===== src/design/pbsd_pkg.sv =====
// Shared types and codes for the protobuf stream decoder.
// No dependencies; imported by every module of the block.
`default_nettype none

package pbsd_pkg;

  typedef enum logic {
    CMD_START = 1'b0,
    CMD_BYTE  = 1'b1
  } cmd_e;

  typedef enum logic [2:0] {
    KIND_INT  = 3'd0,
    KIND_HDR  = 3'd1,
    KIND_DATA = 3'd2,
    KIND_DONE = 3'd3,
    KIND_ERR  = 3'd4
  } kind_e;

  typedef enum logic [2:0] {
    ERR_NONE    = 3'd0,
    ERR_BAD_LEN = 3'd1,
    ERR_WIRE    = 3'd2,
    ERR_VARINT  = 3'd3,
    ERR_OVERRUN = 3'd4,
    ERR_TRUNC   = 3'd5
  } err_e;

  typedef enum logic [1:0] {
    PH_KEY   = 2'd0,
    PH_VALUE = 2'd1,
    PH_LEN   = 2'd2,
    PH_DATA  = 2'd3
  } phase_e;

  localparam int unsigned LenW   = 21;
  localparam int unsigned FieldW = 32;
  localparam int unsigned ValueW = 64;

  localparam logic [LenW-1:0] MaxLenReset = 21'h100000;

  localparam logic [2:0] WireVarint = 3'd0;
  localparam logic [2:0] WireLenDel = 3'd2;

  typedef struct packed {
    logic              final_of_input;
    kind_e             kind;
    err_e              err_code;
    logic              last_of_field;
    logic [7:0]        payload_byte;
    logic [ValueW-1:0] value;
    logic [FieldW-1:0] field_number;
  } res_t;

endpackage

`default_nettype wire


===== src/design/pbsd_core.sv =====
// Parser state and per-byte decode: key, varint, length and data phases.
// Depends on pbsd_pkg; produces up to two results per request.
`default_nettype none

module pbsd_core import pbsd_pkg::*; #(
  parameter int unsigned MAX_MESSAGE_BYTES = 1048576
) (
  input  wire logic            clk_i,
  input  wire logic            rst_ni,
  input  wire logic            cfg_we_i,
  input  wire logic [LenW-1:0] cfg_wdata_i,
  input  wire logic            step_i,
  input  wire cmd_e            cmd_i,
  input  wire logic [LenW-1:0] len_i,
  input  wire logic [7:0]      byte_i,
  output logic [1:0]           res_cnt_o,
  output res_t                 res0_o,
  output res_t                 res1_o
);

  logic [LenW-1:0]   max_len_q;
  logic              in_msg_q, in_msg_d;
  phase_e            phase_q, phase_d;
  logic [LenW-1:0]   rem_q, rem_d;
  logic [ValueW-1:0] acc_q, acc_d;
  logic [3:0]        vcnt_q, vcnt_d;
  logic [FieldW-1:0] field_q, field_d;
  logic [LenW-1:0]   frem_q, frem_d;

  logic [5:0]        shamt;
  logic [ValueW-1:0] acc_new;
  logic              prim_v;
  kind_e             prim_kind;
  err_e              fail_code;
  logic              comp;
  res_t              prim_res;
  res_t              comp_res;

  assign shamt   = {2'b00, vcnt_q} * 6'd7;
  assign acc_new = acc_q | ({57'd0, byte_i[6:0]} << shamt);

  // Next state and event decode
  always_comb begin
    in_msg_d  = in_msg_q;
    phase_d   = phase_q;
    rem_d     = rem_q;
    acc_d     = acc_q;
    vcnt_d    = vcnt_q;
    field_d   = field_q;
    frem_d    = frem_q;
    prim_v    = 1'b0;
    prim_kind = KIND_INT;
    fail_code = ERR_NONE;
    comp      = 1'b0;
    if (step_i && cmd_i == CMD_START) begin
      acc_d   = '0;
      vcnt_d  = '0;
      frem_d  = '0;
      field_d = '0;
      phase_d = PH_KEY;
      if (len_i == '0 || len_i > max_len_q ||
          {11'd0, len_i} > 32'(MAX_MESSAGE_BYTES)) begin
        in_msg_d  = 1'b0;
        rem_d     = '0;
        fail_code = ERR_BAD_LEN;
      end else begin
        in_msg_d = 1'b1;
        rem_d    = len_i;
      end
    end else if (step_i && in_msg_q && rem_q != '0) begin
      rem_d = rem_q - 1'b1;
      if (phase_q == PH_DATA) begin
        prim_v    = 1'b1;
        prim_kind = KIND_DATA;
        if (frem_q != '0) begin
          frem_d = frem_q - 1'b1;
        end
        if (frem_q <= 21'd1) begin
          phase_d = PH_KEY;
        end
      end else begin
        acc_d = acc_new;
        if (byte_i[7]) begin
          if (vcnt_q >= 4'd9) begin
            fail_code = ERR_VARINT;
          end else begin
            vcnt_d = vcnt_q + 1'b1;
            if (rem_d == '0) begin
              fail_code = ERR_TRUNC;
            end
          end
        end else begin
          acc_d  = '0;
          vcnt_d = '0;
          unique case (phase_q)
            PH_KEY: begin
              field_d = acc_new[34:3];
              if (acc_new[2:0] != WireVarint && acc_new[2:0] != WireLenDel) begin
                fail_code = ERR_WIRE;
              end else if (rem_d == '0) begin
                fail_code = ERR_TRUNC;
              end else begin
                phase_d = (acc_new[2:0] == WireVarint) ? PH_VALUE : PH_LEN;
              end
            end
            PH_VALUE: begin
              prim_v    = 1'b1;
              prim_kind = KIND_INT;
              phase_d   = PH_KEY;
            end
            PH_LEN: begin
              if (acc_new > {43'd0, rem_d}) begin
                fail_code = ERR_OVERRUN;
              end else begin
                prim_v    = 1'b1;
                prim_kind = KIND_HDR;
                frem_d    = acc_new[LenW-1:0];
                phase_d   = (acc_new == '0) ? PH_KEY : PH_DATA;
              end
            end
            default: phase_d = phase_q;
          endcase
        end
      end
      if (fail_code != ERR_NONE) begin
        in_msg_d = 1'b0;
        phase_d  = PH_KEY;
      end
      if (in_msg_d && phase_d == PH_KEY && rem_d == '0 && vcnt_d == '0) begin
        comp     = 1'b1;
        in_msg_d = 1'b0;
      end
    end
    if (fail_code != ERR_NONE) begin
      prim_v    = 1'b1;
      prim_kind = KIND_ERR;
    end
  end

  // Result formatting
  always_comb begin
    prim_res                = '0;
    prim_res.kind           = prim_kind;
    prim_res.final_of_input = !comp;
    unique case (prim_kind)
      KIND_INT, KIND_HDR: begin
        prim_res.field_number = field_q;
        prim_res.value        = acc_new;
      end
      KIND_DATA: begin
        prim_res.field_number  = field_q;
        prim_res.payload_byte  = byte_i;
        prim_res.last_of_field = (frem_q <= 21'd1);
      end
      KIND_ERR: prim_res.err_code = fail_code;
      default: prim_res.err_code = ERR_NONE;
    endcase
    comp_res                = '0;
    comp_res.kind           = KIND_DONE;
    comp_res.final_of_input = 1'b1;
  end

  assign res_cnt_o = {1'b0, prim_v} + {1'b0, comp};
  assign res0_o    = prim_v ? prim_res : comp_res;
  assign res1_o    = comp_res;

  always_ff @(posedge clk_i or negedge rst_ni) begin
    if (!rst_ni) begin
      max_len_q <= MaxLenReset;
      in_msg_q  <= 1'b0;
      phase_q   <= PH_KEY;
      rem_q     <= '0;
      acc_q     <= '0;
      vcnt_q    <= '0;
      field_q   <= '0;
      frem_q    <= '0;
    end else begin
      if (cfg_we_i) begin
        max_len_q <= cfg_wdata_i;
      end
      in_msg_q <= in_msg_d;
      phase_q  <= phase_d;
      rem_q    <= rem_d;
      acc_q    <= acc_d;
      vcnt_q   <= vcnt_d;
      field_q  <= field_d;
      frem_q   <= frem_d;
    end
  end

endmodule

`default_nettype wire


===== src/design/pbsd_outq.sv =====
// Three-entry result queue: takes up to two results a cycle, gives one.
// Depends on pbsd_pkg for the result type.
`default_nettype none

module pbsd_outq import pbsd_pkg::*; (
  input  wire logic       clk_i,
  input  wire logic       rst_ni,
  input  wire logic [1:0] push_cnt_i,
  input  wire res_t       push0_i,
  input  wire res_t       push1_i,
  output logic            room2_o,
  output logic            valid_o,
  output res_t            head_o,
  input  wire logic       ready_i
);

  localparam int unsigned Depth = 3;

  res_t       mem_q [Depth];
  logic [1:0] rd_q, rd_d;
  logic [1:0] wr_q, wr_d;
  logic [1:0] cnt_q, cnt_d;
  logic [1:0] wr_nxt;
  logic       pop;

  function automatic logic [1:0] ptr_add(logic [1:0] p, logic [1:0] n);
    logic [2:0] s;
    s = {1'b0, p} + {1'b0, n};
    if (s >= 3'(Depth)) begin
      s = s - 3'(Depth);
    end
    return s[1:0];
  endfunction

  assign pop     = valid_o && ready_i;
  assign valid_o = (cnt_q != '0);
  assign head_o  = mem_q[rd_q];
  assign room2_o = (cnt_q <= 2'd1);
  assign wr_nxt  = ptr_add(wr_q, 2'd1);
  assign rd_d    = pop ? ptr_add(rd_q, 2'd1) : rd_q;
  assign wr_d    = ptr_add(wr_q, push_cnt_i);
  assign cnt_d   = cnt_q + push_cnt_i - {1'b0, pop};

  always_ff @(posedge clk_i) begin
    if (push_cnt_i != '0) begin
      mem_q[wr_q] <= push0_i;
    end
    if (push_cnt_i == 2'd2) begin
      mem_q[wr_nxt] <= push1_i;
    end
  end

  always_ff @(posedge clk_i or negedge rst_ni) begin
    if (!rst_ni) begin
      rd_q  <= '0;
      wr_q  <= '0;
      cnt_q <= '0;
    end else begin
      rd_q  <= rd_d;
      wr_q  <= wr_d;
      cnt_q <= cnt_d;
    end
  end

endmodule

`default_nettype wire


===== src/design/protobuf_stream_decoder.sv =====
// Top level of the protobuf stream decoder: input register, parser, result queue.
// Depends on pbsd_pkg, pbsd_core and pbsd_outq.
//
// Use: the slave stream carries requests. tuser = command (0 start, 1 byte);
// a start opens a message of message_length bytes, each byte request feeds
// one message byte. The master stream gives results: tuser = kind, tlast
// marks the last result caused by one request. max_message_length is set
// through cfg_we_i / cfg_wdata_i while the block is idle.
// Path: a taken request waits in the input register; the parser decodes it into the queue.
// Throughput: one request per cycle while the queue has room for two results; a request
// that yields two results (an item that ends the message) gives both on the master side.
// The rate is set by the single result port fed from the three-entry queue.
// Reset: no message open, limit 1048576, queue empty, input register empty.
// Stall: when the master side holds off, the queue fills and s_axis_tready
// falls once fewer than two entries are free and the input register is full;
// results are never dropped.
`default_nettype none

module protobuf_stream_decoder import pbsd_pkg::*; #(
  parameter int unsigned MAX_MESSAGE_BYTES = 1048576
) (
  input  wire logic            clk_i,
  input  wire logic            rst_ni,
  input  wire logic            cfg_we_i,
  input  wire logic [LenW-1:0] cfg_wdata_i,
  input  wire logic            s_axis_tvalid,
  output logic                 s_axis_tready,
  input  wire logic [31:0]     s_axis_tdata,  // message_length[20:0], data_byte[28:21]
  input  wire logic [0:0]      s_axis_tuser,  // command[0]
  output logic                 m_axis_tvalid,
  input  wire logic            m_axis_tready,
  // field_number[31:0], value[95:32], payload_byte[103:96],
  // last_of_field[104], err_code[107:105]
  output logic [111:0]         m_axis_tdata,
  output logic [2:0]           m_axis_tuser,  // kind[2:0]
  output logic                 m_axis_tlast   // final_of_input
);

  logic            in_valid_q, in_valid_d;
  cmd_e            in_cmd_q;
  logic [LenW-1:0] in_len_q;
  logic [7:0]      in_byte_q;
  logic            accept;
  logic            step;
  logic            room2;
  logic [1:0]      res_cnt;
  res_t            res0;
  res_t            res1;
  res_t            head;

  assign s_axis_tready = !in_valid_q || room2;
  assign accept        = s_axis_tvalid && s_axis_tready;
  assign step          = in_valid_q && room2;
  assign in_valid_d    = accept ? 1'b1 : (step ? 1'b0 : in_valid_q);

  always_ff @(posedge clk_i or negedge rst_ni) begin
    if (!rst_ni) begin
      in_valid_q <= 1'b0;
    end else begin
      in_valid_q <= in_valid_d;
    end
  end

  always_ff @(posedge clk_i) begin
    if (accept) begin
      in_cmd_q  <= cmd_e'(s_axis_tuser[0]);
      in_len_q  <= s_axis_tdata[20:0];
      in_byte_q <= s_axis_tdata[28:21];
    end
  end

  pbsd_core #(
    .MAX_MESSAGE_BYTES(MAX_MESSAGE_BYTES)
  ) u_core (
    .clk_i      (clk_i),
    .rst_ni     (rst_ni),
    .cfg_we_i   (cfg_we_i),
    .cfg_wdata_i(cfg_wdata_i),
    .step_i     (step),
    .cmd_i      (in_cmd_q),
    .len_i      (in_len_q),
    .byte_i     (in_byte_q),
    .res_cnt_o  (res_cnt),
    .res0_o     (res0),
    .res1_o     (res1)
  );

  pbsd_outq u_outq (
    .clk_i     (clk_i),
    .rst_ni    (rst_ni),
    .push_cnt_i(step ? res_cnt : 2'd0),
    .push0_i   (res0),
    .push1_i   (res1),
    .room2_o   (room2),
    .valid_o   (m_axis_tvalid),
    .head_o    (head),
    .ready_i   (m_axis_tready)
  );

  assign m_axis_tdata = {4'd0, head.err_code, head.last_of_field, head.payload_byte,
                         head.value, head.field_number};
  assign m_axis_tuser = head.kind;
  assign m_axis_tlast = head.final_of_input;

endmodule

`default_nettype wire


===== config.mk =====
export PLATFORM = sky130hd
export DESIGN_NAME = protobuf_stream_decoder
export DESIGN_NICKNAME = d
export VERILOG_FILES = /design/src/design/pbsd_pkg.sv /design/src/design/pbsd_core.sv /design/src/design/pbsd_outq.sv /design/src/design/protobuf_stream_decoder.sv
export SDC_FILE = /design/constraint.sdc
export NUM_CORES = 1
export LEC_CHECK = 0
export BUFFER_PORTS_ARGS = -buffer_cell sky130_fd_sc_hd__clkbuf_2
export CAP_MARGIN = 20
export CORE_MARGIN = 2
export CORE_UTILIZATION = 40
export CTS_CLUSTER_SIZE = 16
export DETAILED_ROUTE_END_ITERATION = 16
export GPL_ROUTABILITY_DRIVEN = 0
export MAX_ROUTING_LAYER = met4
export PLACE_DENSITY_LB_ADDON = 0.1
export REMOVE_ABC_BUFFERS = 1
export SLEW_MARGIN = 20
export SYNTH_ARGS = -nofsm -noshare
export SYNTH_HDL_FRONTEND = slang
export SYNTH_HIERARCHICAL = 1
export SYNTH_SLANG_ARGS = --single-unit

===== constraint.sdc =====
create_clock -name clk_i -period 14.45 [get_ports clk_i]
set_input_delay 2.89 -clock clk_i [delete_from_list [all_inputs] [get_ports clk_i]]
set_output_delay 2.89 -clock clk_i [all_outputs]
set_load 0.03 [all_outputs]

==> results of run 1 <==
-- final cells by class --
class                      count  area share [%]
clock buffer                  97            5.42
inverter                      81           0.890
timing repair buffer         218            3.75
multi-input combinational   1913            40.8
clock inverter                25           0.546
sequential                   539            44.9
tap                         1030            3.77
-- registers in the layout (all words and copies together), names as in the netlist, 4 cells and up --
signal            cells
u_core/field_q       32
in_byte_q             8
u_outq/mem_q        336
u_core/vcnt_q         4
u_core/acc_q         64
u_core/rem_q         21
u_core/frem_q        21
u_core/max_len_q     21
in_len_q             21
-- cells in the mapped netlist (79+ instances only) --
master	number	area share, %
clkbuf_1	84	1.0
inv_1	79	0.96
dfrtp_1	172	14
buf_4	117	2.9
edfxtp_1	366	36
mux2_1	80	2.9
a21oi_1	140	2.3
mux2i_1	120	3.9
mux2_2	98	3.6
nor2_1	173	2.1
mux2_4	162	7.9
nand2_1	263	3.2
o21ai_0	229	3.7
-- how the worst min path moves through the flow --
stage / endpoint / cells past startpoint / slack, ns / start
floorplan: u_core/field_q[0] / 2 / 0.44 / u_core/field_q[0]
global placement: u_core/field_q[10] / 2 / 0.46 / u_core/field_q[10]
detailed placement: u_core/field_q[20] / 2 / 0.46 / u_core/field_q[20]
CTS: u_core/field_q[20] / 2 / 0.47 / u_core/field_q[20]
global route: u_core/field_q[24] / 2 / 0.49 / u_core/field_q[24]
finish: u_core/field_q[20] / 2 / 0.46 / u_core/field_q[20]
-- where the power goes --
part / leakage [nW] / total (mW) / internal, mW / switching [mW]
combinational: 7.94 / 1.86 / 0.559 / 1.30
sequential: 5.55 / 1.85 / 1.74 / 0.112
clock: 0.997 / 1.58 / 0.911 / 0.664
-- routing by layer --
layer	global-route usage [%]	vias to the layer above	share of wire [%]
li1	-	9906	-
met1	26.1	10300	43
met2	36.3	533	50
met3	3.06	140	4.2
met4	7.13	0	3.1
met5	-	-	0
-- kinds of logic (layout without fill, tap and decap cells) --
logic type	Yosys count	count (layout)	share of synthesized area, %
other cells	3	116	0.0365
buf+inv	354	421	6.71
compound gates	555	555	10.8
flops	539	539	49.7
mux	462	462	18.4
simple gates	679	679	10.4
fa+ha+maj	75	75	3.17
xor+xnor	26	26	0.739
-- worst max-delay path, stage by stage, from the launching register on --
cell	delay, ns
dfrtp_1	0.47
inv_1	0.18
fa_1	0.56
inv_1	0.07
fa_1	0.56
xor2_1	0.64
nor2_1	0.30
a22o_1	0.35
a21oi_1	0.52
inv_1	0.21
ha_1	0.35
a21oi_1	0.14
o21ai_0	0.15
o31ai_1	0.65
o2111ai_1	0.39
o31ai_1	0.46
a311oi_1	0.34
nor3_1	0.51
nand2_1	0.15
ha_1	0.31
and3_1	0.33
nor2_1	0.21
nor2_4	0.88
buf_4	0.71
==> summary.txt, run 1 <==
Outcome
  • Status: finished, final reports clean

Power and ir drop
  • LEAKAGE: 14.5 nW
  • Pwr Total: between 5 and 6 mW
  • Pwr dens: 155 mW/mm^2
  • Peak supply drop: 0.0000938 V

GRT
  • Initial antenna violation count: 0
  • GRT Overall Usage: between 20% and 30%
  • Number of global-route vias before repair: ~22,000
  • Global route overflow: 0
  • Largest net degree at the start of global routing: 113
  • Global-route wire length before repair: 126,000 um

CTS
  • Longest Clk Path Bufs: 3
  • CTS Root Cell: clkbuf_16
  • Sink Count: about 540
  • CTS tree: built
  • Htree depth: 3
  • CTS buffer count: 66
  • CTS Hold Bufs: 0
  • Latest clock arrival within the worst-skew pair: 0.62 ns
  • Reg clk slew, reported paths: ~0.060 ns
  • Post_cts resized: 0
  • Post-CTS Setup Inserts: 0

Finish
  • Most frequent cells in the layout: 366 x edfxtp_1, 261 x nand2_1, 229 x o21ai_0, 170 x dfrtp_1, 169 x nor2_1
  • Antenna diode count: 0
  • Fillers: 7,200
  • Fin area: 0.0342 sq mm
  • Fin util: around 45%
  • Sequential Area: 0.0153 sq mm
  • Most common cell after layout, fill and taps aside: edfxtp_1
  • Multi-input logic area: 0.0139 sq mm
  • Non-filler cells, final: about 4,000
  • Area Overhead vs Synth: 10.9%
  • Layout cells sized above 1: 21.1%
  • NumNets Final: around 3,000

Setup path
  • Worst R2R Path Depth: 23
  • Critical Path End Type: flip-flop
  • RR Endpoint: u_outq/mem_q[1][21]
  • CP Class: flip-flop to flip-flop
  • Max FO, Critical Path: 45
  • Reg2reg setup slack: 4.52 ns
  • Arrival time worst endpoint: 10.16 ns
  • CP required: 14.68 ns
  • R2r startpoint: u_core/vcnt_q[1]
  • CP startpoint: u_core/vcnt_q[1]
  • CP startpoint kind: flip-flop
  • Setup crit end: u_outq/mem_q[1][21]

Logic synthesis
  • Synth cell types: 85
  • Seq cells post-synth: roughly 540
  • Post-Synthesis Cell Area: 0.0308 sq mm
  • Ys Warns: 6
  • Post-synthesis sequential area ratio: 49.7%
  • Async SR Flop Fraction: about a third
  • Top FF cell, synth: edfxtp_1
  • Synthesized instance count: 2,693
  • Mean Syn Cell Area: 11.4 sq um
  • EDFF count, synth: 366

Timing
  • Sum Neg Setup Slack: 0 ns
  • Slew margin rel.: a little over a quarter
  • Setup ws final: 4.52 ns
  • Min Tclk post-route: ~9.9 ns
  • Final setup violation count: 0
  • Clock skew after layout: 0.0302 ns
  • Hold slack: 0.465 ns
  • Slew Limit Fails: 0
  • Final Hold Vio Count: 0
  • Fin crit share: 68.7%
  • Worst Tran Pin Value: 1.09 ns
  • RSZ-0062 raised after global routing: false
  • Fmax: between 100 and 150 MHz

Placed design
  • Placed Area: between 0.03 and 0.04 sq mm
  • DP Worst Slack: 4.25 ns
  • Inst Count DP: 3,780
  • # port buffers: 169
  • Post-DP HPWL: 50,900 um

Drt
  • Pre-antenna DRT Iters: 6
  • Residual DRC: 0
  • Iter 0 DRT Violations: 1,549
  • Via/cell ratio: around 5.3
  • Avg WL per Cell: roughly 21 um
  • ANT nets after route: 0
  • Final wirelength: between 80,000 and 90,000 um
  • Vias: 20,900

Floorplan
  • Die span in x: roughly 280 um
  • Initial Util: 40.5%
  • Die area: 0.0793 sq mm
  • # rows: 101
  • Core box area: 0.0761 sq mm
  • Ports: 177
  • Die height: 282 um

Job
  • Max-Cap Viols: 0

Hold path
  • Hold Path Class: flip-flop to flip-flop
(Power assumes the default switching activity.)
==> inputs of run 2 (changes only) <==
Clock period 14.45 ns to 10.4 ns, I/O delays scaled along.
==> run 2 against run 1 <==
Via count grew 1.4%; clock power up 41%; critical path depth is 8 higher; power grew 40%; combinational power increased by 39%; die area stayed put; final area increased by 1.4%; first-iteration DRC count grew 0.90%; sequential power increased by 40%; largest cell class unchanged; highest routed layer unchanged.
==> summary.txt, run 2 (same netlist as run 1, synthesis figures left out) <==
Timing
  • Final setup violation count: 0 (unchanged)
  • Hold slack: 0.468 ns (was 0.465 ns)
  • Sum Neg Setup Slack: 0 ns (unchanged)
  • Setup ws final: 1.29 ns (was 4.52 ns)
  • Min Tclk post-route: 9.11 ns (was 9.93 ns)
  • Final Hold Vio Count: 0 (unchanged)
  • RSZ-0062 raised after global routing: false (unchanged)
  • Clock skew after layout: 0.0473 ns (was 0.0302 ns)
  • Fmax: 110 MHz (was 101 MHz)
  • Slew margin rel.: 27.4% (was 27.0%)
  • Slew Limit Fails: 0 (unchanged)
  • Worst Tran Pin Value: 1.09 ns (about the same)
  • Fin crit share: 87.6% (was 68.7%)

Finish
  • Fin area: 0.0346 sq mm (was 0.0342 sq mm)
  • Antenna diode count: 0 (unchanged)
  • NumNets Final: 2,987 (was 2,953)
  • Layout cells sized above 1: 22.1% (was 21.1%)
  • Number of flip-flops in the largest register: 336 (unchanged)
  • Most common cell after layout, fill and taps aside: edfxtp_1 (unchanged)
  • Biggest register: u_outq/mem_q (unchanged)
  • Non-filler cells, final: 3,937 (was 3,903)
  • Fin util: 45.5% (was 44.9%)
  • Area Overhead vs Synth: 12.4% (was 10.9%)
  • Biggest regs: u_outq/mem_q x336, u_core/acc_q x64, u_core/field_q x32 (unchanged)
  • Most frequent cells in the layout: 366 x edfxtp_1, 261 x nand2_1, 229 x o21ai_0, 170 x dfrtp_1, 169 x nor2_1 (unchanged)
  • Fillers: 7,180 (was 7,200)

Hold path
  • Hold EP: u_core/field_q[14] (was u_core/field_q[20])
  • Hold Startpoint: u_core/field_q[14] (was u_core/field_q[20])
  • Hold depth: 2 (unchanged)
  • Hold Path Class: flip-flop to flip-flop (unchanged)

Drt
  • Iter 0 DRT Violations: 1,563 (was 1,549)
  • Final wirelength: 83,800 um (was 82,100 um)
  • Avg WL per Cell: 21.3 um (was 21.0 um)
  • Residual DRC: 0 (unchanged)
  • Pre-antenna DRT Iters: 5 (was 6)
  • ANT nets after route: 0 (unchanged)
  • Via/cell ratio: 5.38 (was 5.35)
  • Vias: 21,200 (was 20,900)

CTS
  • CTS buffer count: 67 (was 66)
  • CTS tree: built (unchanged)
  • Reg clk slew, reported paths: 0.06 ns (about the same)
  • Latest clock arrival within the worst-skew pair: 0.63 ns (was 0.62 ns)
  • CTS Root Cell: clkbuf_16 (unchanged)
  • Post_cts resized: 0 (unchanged)
  • Post-CTS Setup Inserts: 0 (unchanged)
  • Longest Clk Path Bufs: 3 (unchanged)
  • CTS Hold Bufs: 0 (unchanged)
  • Htree depth: 3 (unchanged)
  • Sink Count: 539 (unchanged)

Setup path
  • CP required: 10.93 ns (was 14.68 ns)
  • RR Endpoint: u_outq/wr_q[1] (was u_outq/mem_q[1][21])
  • Critical path's top delay family: compound AO/OA/AOI/OAI gates (unchanged)
  • Most common cell on crit path: inv_1 (unchanged)
  • Max stage delay cell, worst path: a2111oi_0 (was nor2_4)
  • Arrival time worst endpoint: 9.64 ns (was 10.16 ns)
  • Max FO, Critical Path: 10 (was 45)
  • R2r startpoint: u_core/vcnt_q[2] (was u_core/vcnt_q[1])
  • CP Class: flip-flop to flip-flop (unchanged)
  • CP Buf/Inv Count: 7 (was 4)
  • Reg2reg setup slack: 1.29 ns (was 4.52 ns)
  • CP max stage delay: 0.70 ns (was 0.88 ns)
  • CP startpoint kind: flip-flop (unchanged)
  • Worst R2R Path Depth: 31 (was 23)
  • Critical Path End Type: flip-flop (unchanged)

Floorplan
  • Core box area: 0.0761 sq mm (unchanged)
  • Initial Util: 40.5% (unchanged)
  • Die area: 0.0793 sq mm (unchanged)
  • Ports: 177 (unchanged)
  • Die height: 282 um (unchanged)
  • Die span in x: 282 um (unchanged)
  • # rows: 101 (unchanged)

Placed design
  • DP Worst Slack: 1.34 ns (was 4.25 ns)
  • Placed Area: 0.0326 sq mm (was 0.0321 sq mm)
  • Inst Count DP: 3,814 (was 3,780)
  • # port buffers: 169 (unchanged)
  • Post-DP HPWL: 54,900 um (was 50,900 um)

GRT
  • Largest net degree at the start of global routing: 91 (was 113)
  • Number of global-route vias before repair: 21,500 (about the same)
  • GRT Overall Usage: 21.7% (was 21.4%)
  • Initial antenna violation count: 0 (unchanged)
  • Global-route wire length before repair: 128,000 um (was 126,000 um)
  • Global route overflow: 0 (unchanged)

Outcome
  • Status: finished, final reports clean (unchanged)

Power and ir drop
  • LEAKAGE: 14.7 nW (was 14.5 nW)
  • Peak supply drop: 0.000139 V (was 0.0000938 V)
  • Pwr Total: 7.39 mW (was 5.29 mW)
  • Pwr dens: 213 mW/mm^2 (was 155 mW/mm^2)

Job
  • Max-Cap Viols: 0 (unchanged)
==> run 2: cell count changes in the layout (fill, tap and decap cells not counted), moves of 2 or more <==
cell / change
buf_12: +15
buf_4: +21
buf_6: -2
clkbuf_8: +2
clkinv_1: +2
clkinv_2: -4
==> run 2: tightest hold or removal path, delay by kind of cell (launching register included) <==
family,cells,cell delay (ns)
simple gates,1,0.05
compound gates,1,0.05
flops,1,0.33
==> run 2: layout make-up <==
cell class,count,area (sq um),share of cell area (%)
multi-input cells,1913,13900,40.2
inverters,81,304,0.878
flip-flops and latches,539,15300,44.2
clock buffers,100,1900,5.49
clock inverters,23,179,0.516
repair buffers,251,1710,4.92
well taps,1030,1290,3.72
==> run 2: metal layers <==
layer	wire length, um	track usage [%]
met1	36100	27.3
met4	2710	7.08
met3	3650	3.00
met2	41300	36.3
met5	0	-
==> run 2: power by group <==
group | internal, mW | switching, mW | total (mW)
Sequential | 2.42 | 0.168 | 2.59
Combinational | 0.785 | 1.80 | 2.59
Clock | 1.30 | 0.922 | 2.22
Total | 4.50 | 2.89 | 7.39
==> run 2: worst max path at each step <==
stage | cells after the start | end | start
3_3_place_gp | 29 | u_outq/mem_q[2][111] | u_core/vcnt_q[2]
6_report | 31 | u_outq/wr_q[1] | u_core/vcnt_q[2]
4_1_cts | 31 | u_outq/wr_q[1] | u_core/vcnt_q[2]
2_1_floorplan | 23 | u_outq/mem_q[1][0] | u_core/vcnt_q[0]
3_5_place_dp | 31 | u_outq/wr_q[1] | u_core/vcnt_q[2]
5_1_grt | 31 | u_outq/wr_q[0] | u_core/vcnt_q[2]
